[src/dnswnd_pkg.sv]
`timescale 1ns / 1ps

package dnswnd_pkg;

  localparam int NAME_MAX_BYTES_DEF = 255;

  localparam logic [7:0] CHAR_STAR  = 8'h2A;
  localparam logic [7:0] CHAR_SPACE = 8'h20;
  localparam logic [7:0] CHAR_DOT   = 8'h2E;

  typedef enum logic [1:0] {
    ST_OK        = 2'd0,
    ST_TRUNCATED = 2'd1,
    ST_TOO_LONG  = 2'd2
  } status_t;

  typedef struct packed {
    logic [7:0] in_byte;
    logic       buffer_end;
  } sym_t;

  typedef struct packed {
    logic [7:0] text_char;
    logic       name_done;
    logic [1:0] status;
    logic [7:0] label_count;
    logic [7:0] encoded_length;
  } txt_t;

endpackage

[src/dns_wire_name_decoder.sv]
`timescale 1ns / 1ps

// Channel  Direction  Handshake             Payload
// sym      in         sym_valid/sym_stall   sym_data : in_byte, buffer_end
// txt      out        txt_valid/txt_stall   txt_data : text_char, name_done, status,
//                                                      label_count, encoded_length
//
// One wire byte is taken each cycle while sym_stall is low; its result, if any, is computed
// by a single decode step from the name counters and the byte, and registered in the output buffer.
// A two-entry output buffer (result register plus skid) lets a byte be taken while a
// result is stalled; sym_stall rises only once both entries are full.
// Synchronous reset puts the decoder at the start of a new name with both entries empty.

module dns_wire_name_decoder #(
  parameter int NAME_MAX_BYTES = dnswnd_pkg::NAME_MAX_BYTES_DEF
) (
  input  logic             clk,
  input  logic             rst,
  input  logic             sym_valid,
  output logic             sym_stall,
  input  dnswnd_pkg::sym_t sym_data,
  output logic             txt_valid,
  input  logic             txt_stall,
  output dnswnd_pkg::txt_t txt_data
);
  import dnswnd_pkg::*;

  // Room for a full-length name plus one maximal label beyond it.
  localparam int POS_W = $clog2(NAME_MAX_BYTES + 257);
  localparam logic [POS_W-1:0] POS_LIMIT = POS_W'(NAME_MAX_BYTES);
  localparam logic [POS_W-1:0] POS_ONE   = POS_W'(1);
  localparam logic [POS_W-1:0] POS_SAT   = POS_W'(255);

  typedef enum logic [1:0] {
    PH_LEN   = 2'd0,
    PH_LABEL = 2'd1,
    PH_SKIP  = 2'd2
  } phase_t;

  function automatic logic [7:0] sat8(input logic [POS_W-1:0] v);
    return (v > POS_SAT) ? 8'hFF : v[7:0];
  endfunction

  phase_t           phase, phase_next;
  logic [POS_W-1:0] byte_position, byte_position_next;
  logic [7:0]       label_remaining, label_remaining_next;
  logic [7:0]       cur_len, cur_len_next;
  logic [7:0]       labels_seen, labels_seen_next;

  logic             skid_valid;
  txt_t             skid_data;

  logic             accept;
  logic             has_res;
  txt_t             res;
  logic [7:0]       b;
  logic             last;
  logic [POS_W-1:0] pos_inc;
  logic [7:0]       labels_inc;

  assign sym_stall = skid_valid;
  assign accept    = sym_valid && !skid_valid;
  assign b         = sym_data.in_byte;
  assign last      = sym_data.buffer_end;
  assign pos_inc   = byte_position + POS_ONE;

  always_comb begin
    labels_inc = labels_seen;
    if (label_remaining == cur_len && !(cur_len == 8'd1 && b == CHAR_STAR) &&
        labels_seen != 8'hFF) begin
      labels_inc = labels_seen + 8'd1;
    end
  end

  always_comb begin
    phase_next           = phase;
    byte_position_next   = byte_position;
    label_remaining_next = label_remaining;
    cur_len_next         = cur_len;
    labels_seen_next     = labels_seen;
    has_res              = 1'b0;
    res                  = '0;

    unique case (phase)
      PH_SKIP: begin
        if (last) begin
          phase_next         = PH_LEN;
          byte_position_next = '0;
          label_remaining_next = '0;
          cur_len_next       = '0;
          labels_seen_next   = '0;
        end
      end
      PH_LABEL: begin
        has_res              = 1'b1;
        labels_seen_next     = labels_inc;
        byte_position_next   = pos_inc;
        label_remaining_next = label_remaining - 8'd1;
        if (last) begin
          res.name_done      = 1'b1;
          res.status         = ST_TRUNCATED;
          res.label_count    = labels_inc;
          res.encoded_length = sat8(pos_inc);
          // The byte after the buffer end starts a new name.
          phase_next           = PH_LEN;
          byte_position_next   = '0;
          label_remaining_next = '0;
          cur_len_next         = '0;
          labels_seen_next     = '0;
        end else begin
          res.text_char = b;
          if (label_remaining == 8'd1) begin
            phase_next = PH_LEN;
          end
        end
      end
      default: begin
        // Expecting a length byte; the unused phase code behaves the same way.
        has_res = 1'b1;
        if (byte_position >= POS_LIMIT) begin
          res.name_done      = 1'b1;
          res.status         = (last && b != 8'd0) ? ST_TRUNCATED : ST_TOO_LONG;
          res.label_count    = labels_seen;
          res.encoded_length = sat8(byte_position);
        end else if (b == 8'd0) begin
          res.name_done      = 1'b1;
          res.status         = ST_OK;
          res.text_char      = (byte_position == '0) ? CHAR_SPACE : 8'd0;
          res.label_count    = labels_seen;
          res.encoded_length = sat8(pos_inc);
        end else if (last) begin
          res.name_done      = 1'b1;
          res.status         = ST_TRUNCATED;
          res.label_count    = labels_seen;
          res.encoded_length = sat8(pos_inc);
        end else begin
          cur_len_next         = b;
          label_remaining_next = b;
          phase_next           = PH_LABEL;
          byte_position_next   = pos_inc;
          // The first label gets no leading dot.
          has_res              = (byte_position != '0);
          res.text_char        = CHAR_DOT;
        end

        if (res.name_done) begin
          if (last) begin
            phase_next           = PH_LEN;
            byte_position_next   = '0;
            label_remaining_next = '0;
            cur_len_next         = '0;
            labels_seen_next     = '0;
          end else begin
            phase_next = PH_SKIP;
          end
        end
      end
    endcase
  end

  always_ff @(posedge clk) begin
    if (rst) begin
      phase           <= PH_LEN;
      byte_position   <= '0;
      label_remaining <= '0;
      cur_len         <= '0;
      labels_seen     <= '0;
    end else if (accept) begin
      phase           <= phase_next;
      byte_position   <= byte_position_next;
      label_remaining <= label_remaining_next;
      cur_len         <= cur_len_next;
      labels_seen     <= labels_seen_next;
    end
  end

  always_ff @(posedge clk) begin
    if (rst) begin
      txt_valid  <= 1'b0;
      skid_valid <= 1'b0;
    end else if (txt_valid && !txt_stall) begin
      if (skid_valid) begin
        txt_data   <= skid_data;
        skid_valid <= 1'b0;
      end else begin
        txt_valid <= accept && has_res;
        txt_data  <= res;
      end
    end else if (accept && has_res) begin
      if (!txt_valid) begin
        txt_valid <= 1'b1;
        txt_data  <= res;
      end else begin
        skid_valid <= 1'b1;
        skid_data  <= res;
      end
    end
  end

`ifndef SYNTH
  a_skid_needs_main: assert property (@(posedge clk) disable iff (rst)
    skid_valid |-> txt_valid)
    else $error("skid entry held while result register empty");

  a_skid_fill_on_stall: assert property (@(posedge clk) disable iff (rst)
    $rose(skid_valid) |-> $past(txt_valid && txt_stall))
    else $error("skid entry filled without a stalled result");

  a_text_beat_clean: assert property (@(posedge clk) disable iff (rst)
    (txt_valid && !txt_data.name_done) |->
      (txt_data.status == ST_OK && txt_data.label_count == 8'd0 &&
       txt_data.encoded_length == 8'd0))
    else $error("text beat carries final-result fields");

  a_pos_bounded: assert property (@(posedge clk) disable iff (rst)
    byte_position <= POS_LIMIT + POS_SAT)
    else $error("byte position beyond one label past the limit");

  a_restart_after_end: assert property (@(posedge clk) disable iff (rst)
    (accept && last && phase != PH_LABEL && (phase == PH_SKIP || res.name_done)) |=>
      (phase == PH_LEN && byte_position == '0 && labels_seen == 8'd0))
    else $error("name state not cleared after buffer end");
`endif

endmodule

[config.mk]
export PLATFORM = sky130hd
export DESIGN_NAME = dns_wire_name_decoder
export DESIGN_NICKNAME = d
export VERILOG_FILES = /design/src/dnswnd_pkg.sv /design/src/dns_wire_name_decoder.sv
export SDC_FILE = /design/constraint.sdc
export NUM_CORES = 1
export LEC_CHECK = 0
export BUFFER_PORTS_ARGS = -buffer_cell sky130_fd_sc_hd__buf_2
export CAP_MARGIN = 0
export CORE_UTILIZATION = 25
export DETAILED_ROUTE_END_ITERATION = 8
export PLACE_DENSITY = 0.37
export SLEW_MARGIN = 20
export SYNTH_ARGS = -nofsm -noshare
export SYNTH_HDL_FRONTEND = slang
export SYNTH_SLANG_ARGS = --single-unit
[constraint.sdc]
create_clock -name clk -period 9.6 [get_ports clk]
set_clock_uncertainty 0.05 [all_clocks]
set_input_delay 1.44 -clock clk [delete_from_list [all_inputs] [get_ports clk]]
set_output_delay 1.44 -clock clk [all_outputs]
set_load 0.005 [all_outputs]
Word level (Yosys, flattened, before mapping):

Cells that the tools add are included.

* shifts and indexed selects: 0
* bitwise logic cells: 2
* $lt $le $gt $ge: 3
* multiply operators: 0
* reductions and logical operators: 26
* equal/unequal tests: 15
* mux-type cells: 60
* add/sub/neg operators: 3
* div/mod/pow operators: 0

Operators with widths (count)
* 8-bit 2-to-1 mux: 21
* 27-bit 2-to-1 mux: 5
* 19-bit 2-to-1 mux: 4
* 9-bit 2-to-1 mux: 7
* 27-bit case mux with 2 select lines: 1
* 8-bit case mux with 2 select lines: 2
* 9-bit by 8-bit > comparator with 1-bit output (second input constant): 2
* 2-bit 2-to-1 mux: 9
* 9-bit case mux with 2 select lines: 1
* 8-bit by 1-bit equality test with 1-bit output (second input constant): 2
* 6-bit 2-to-1 mux: 2
* 4-bit by 1-bit != test with 1-bit output (second input constant): 3
* 2-bit AND reduction: 5
* 9-bit by 1-bit adder with 9-bit output (second input constant): 1
* 9-bit by 8-bit greater-or-equal comparator with 1-bit output (second input constant): 1
* 9-bit zero test: 1
* 9-bit nonzero test: 1
* 8-bit by 1-bit adder with 8-bit output (second input constant): 1
* 8-bit by 6-bit equality test with 1-bit output (second input constant): 1
* 8-bit equality test: 1
* 8-bit zero test: 1
* 8-bit != test (second input constant): 1
* 8-bit nonzero test: 1
* 8-bit by 1-bit subtractor with 8-bit output (second input constant): 1
* other kinds (17): 34

* bits in read-only memories: 0
* memories kept: 0
* word-level logic and storage cells: 126
* bits in latches: 0
* bits in writable memories: 0
* register bits after elaboration: 91
* output and inout bits: 29

Longest topological paths before layout:

* word-level depth: 11
* gate-level depth with buffers: 12
* mapped depth without buffers: 9

Worst setup path before layout:

No wires, ideal clock.

* path kind: input -> register
* start: in sym_data[1] (netlist name)
* end: reg skid_data[0] (netlist name) (enable)
* stages: 6
* setup time: 0.480 ns
* arrival time: 5.185 ns
* required time: 9.070 ns
* path slack: 3.886 ns
* cells stage by stage: nor4_1 -> nand2_1 -> nand3_2 -> a2bb2oi_1 -> nand2_1 -> nor4bb_1

* word-level cells in the longest chain between the ends: 6

Ends and longest elaborated chain
* from (decl): line dns_wire_name_decoder.sv:21 `input dnswnd_pkg::sym_t sym_data,`
* 8-bit zero test: line dns_wire_name_decoder.sv:125 `end else if (b == 8'd0) begin`
* 1-bit 2-to-1 mux: line dns_wire_name_decoder.sv:125
* 1-bit 2-to-1 mux: line dns_wire_name_decoder.sv:120 `if (byte_position >= POS_LIMIT) begin`
* 1-bit case mux with 2 select lines: line dns_wire_name_decoder.sv:84 `unique case (phase)`
* 1-bit logical AND: line dns_wire_name_decoder.sv:189 `end else if (accept && has_res) begin`
* 4-bit AND reduction (no source line)
* to (signal assigned): line dns_wire_name_decoder.sv:195 `skid_data <= res;`
* to (decl): line dns_wire_name_decoder.sv:51 `txt_t skid_data;`

No other way between the ends.
A chain may end at the register's enable or synchronous reset.

Final worst setup path:

* start: in sym_data[3] (netlist name)
* end: reg skid_data[25] (netlist name) (enable)

The elaborated chain is that of the path after synthesis.

==> out/metrics.yaml <==
status: "finished clean"
required_ns: 9.58
slew_violations: 0
grt_overflow: 0
start_util: 0.256
worstSetupEndpointType: "flip-flop"
yosysTopAreaCellShare: 0.324
postSynthRegisterBits: 91
synth_area_leader_cell: "edfxtp_1"
mostFrequentLayoutCells: "edfxtp_1 (54), nand2_1 (43), nor2_1 (42)"
drive_above_1_share: 0.184
critPathSlowestCell: "nor4bb_4"
cts-resized-gates: 0
cp_max_fo: 19
slew_headroom: 0.298
crit_family: "simple AND/OR/NAND/NOR gates"
cts.sinks: 91
synth_area_mm2: 0.00501
swShare: 0.264
hpwl_um: 10500
maxCapViolCount: 0
setup_viol: 0
drtIter0Drc: 273
grt_start_max_net_pins: 34
switchingPower_w: 0.000238
placed_area_mm2: 0.00544
tritoncts: "built"
dr.pass1.iters: 5
fin_tns_setup_ns: 0
via_per_inst: 5.03
die_area_mm2: 0.0206
via_count: 4091
yosysUniqueCellTypes: 69
post_cts_buffers: 0
worst_pin_slew_ns: 1.05
post-route-period-util: 0.413
clk_pin_slew_ns: 0.07
cellLeakagePower_nw: 2.07
critPathLaunchType: "input port"
area_delta_synth_final_pct: 14.7
hp-class: "reg2reg"
wl_per_cell_um: 17.7
critPathMaxStageDelay_ns: 0.59
die-width_um: 144
power_frac_comb: 0.111
core-area_mm2: 0.0195
rows: 51
clk_latency_ns: 0.35
max-clock-path-buffers: 2
rsz0062_at_grt: "no"
antenna_found_initial: 0
stdcell_area_mm2: 0.00574
min_period_ns: 3.97
share_seq_of_total_power: 0.481
clock-root-buffer: "clkbuf_16"
synth_edf_count: 54
critical_path_arrival_ns: 3.95
syn-num-nets: 541
crit_chain: "buf_2 -> nor4_1 -> nand2_1 -> nand3_2 -> a2bb2oi_1 -> nand2_1 -> nor4bb_4 -> buf_4"
intPower_w: 0.000662
ys_async_sr_fraction: 0
synthCells: 519
p_clk_frac: 0.408
nFillCells: 2112
postCtsHoldBufs: 0
worstSetupPathType: "in2reg"
p_per_area_mw_per_mm2: 157
cts_max_level: 3
finalPower_w: 0.000899
seq_area_frac_synth: 0.472
grt_use_total: 0.147
timing.critical_path.buf_inv: 2
final_hold_viol_count: 0
place_congestion: 0.824
die_h_um: 144
layout_commonest_cell: "edfxtp_1"
drc: 0
wl_um: 14400
yosys_warnings: 0
ir_drop_v: 0.0000774
grt_pass1_vias: 3828
ys_top_cells_by_area: "edfxtp_1 (32%), dfxtp_1 (15%), mux2_2 (4.3%)"
n_antenna_cell: 0
port_buffers: 41
io_pins: 42
final_nets: 566
ant_nets: 0
cpMostUsedCell: "nand2_1"
numCtsBuffers: 9
avgSynthCellArea_um2: 9.65
max_freq_mhz: 252
grt_pass1_wl_um: 22700
synth-main-ff-cell: "edfxtp_1"
[state kept, by name (all words and copies together) (netlist names)]
name,count
labels_seen,8
cur_len,8
byte_position,9
skid_data,27
label_remaining,8
phase,2
txt_valid,1
sym_stall,1
txt_data,27
[Yosys cell counts (3+ instances only)]
cell type	instances
edfxtp_1	54
nand2_1	43
nor2_1	43
o21ai_0	38
dfxtp_1	37
a21oi_1	28
a31oi_1	26
clkbuf_1	21
mux2_2	19
nand3_1	16
inv_1	14
nor3_1	13
o21a_1	10
o22ai_1	10
ha_1	9
xnor2_1	9
nor4_1	8
nand4_1	7
nor2b_1	7
and2_1	6
nand2b_1	6
o31ai_1	6
o211ai_1	5
or3_1	5
xor2_1	5
a211o_1	4
a2bb2oi_1	4
and4_1	4
buf_2	4
buf_6	4
clkbuf_2	3
nor4b_1	3
o21ai_1	3
[metal layers]
layer,GRT usage,share of wire,up-vias
met5,0,0,-
met4,0.0476,0.012,0
met3,0.0240,0.048,10
met2,0.210,0.42,109
met1,0.221,0.52,1973
li1,-,-,1999
[final cells by class]
class | instances | area [µm²] | area share
multi-input cells | 379 | 2440 | 0.425
clock buffers | 9 | 225 | 0.0392
flip-flops and latches | 91 | 2360 | 0.411
inverters | 16 | 60.1 | 0.0105
well taps | 265 | 332 | 0.0577
repair buffers | 47 | 250 | 0.0436
clock inverters | 7 | 73.8 | 0.0129
[power groups by stage]
stage / clock (W) / sequential (W) / combinational, W
finish: 0.000367 / 0.000433 / 0.0000994
global route: 0.000395 / 0.000434 / 0.000109
floorplan: 0 / 0.000440 / 0.0000661
detailed placement: 0 / 0.000442 / 0.0000990
CTS: 0.000377 / 0.000433 / 0.0000995
global placement: 0 / 0.000442 / 0.0000992
[tightest hold or removal path, cell delays in order, from the launching register on]
cell and delay, ns:
dfxtp_1 0.33, o21ai_0 0.07, a21oi_1 0.06
[final timing paths]
kind,start,end,slack (ns),cells past startpoint
max reg2reg,phase[0],txt_data[0],5.84,9
min reg2reg,phase[1],phase[1],0.46,2
max,sym_data[3],skid_data[25],5.63,8
min,phase[1],phase[1],0.46,2
[kinds of logic after synthesis]
family	share of synthesized area
compound gates	0.201
xor+xnor	0.0245
fa+ha+maj	0.0225
buf+inv	0.0452
flops	0.472
mux	0.0497
simple gates	0.185
[per-stage QoR]
stage | util | setup WS, ns | hold WS [ns] | std cells
6_report | 0.294 | 5.63 | 0.457 | 814
5_1_grt | 0.294 | 5.33 | 0.492 | 814
4_1_cts | 0.294 | 5.64 | 0.453 | 814
3_5_place_dp | 0.279 | 5.27 | 0.443 | 798
3_3_place_gp | 0.279 | 5.35 | 0.437 | 798
2_1_floorplan | - | 3.89 | 0.421 | 519
Note: power is estimated with default switching activity, not from simulation.
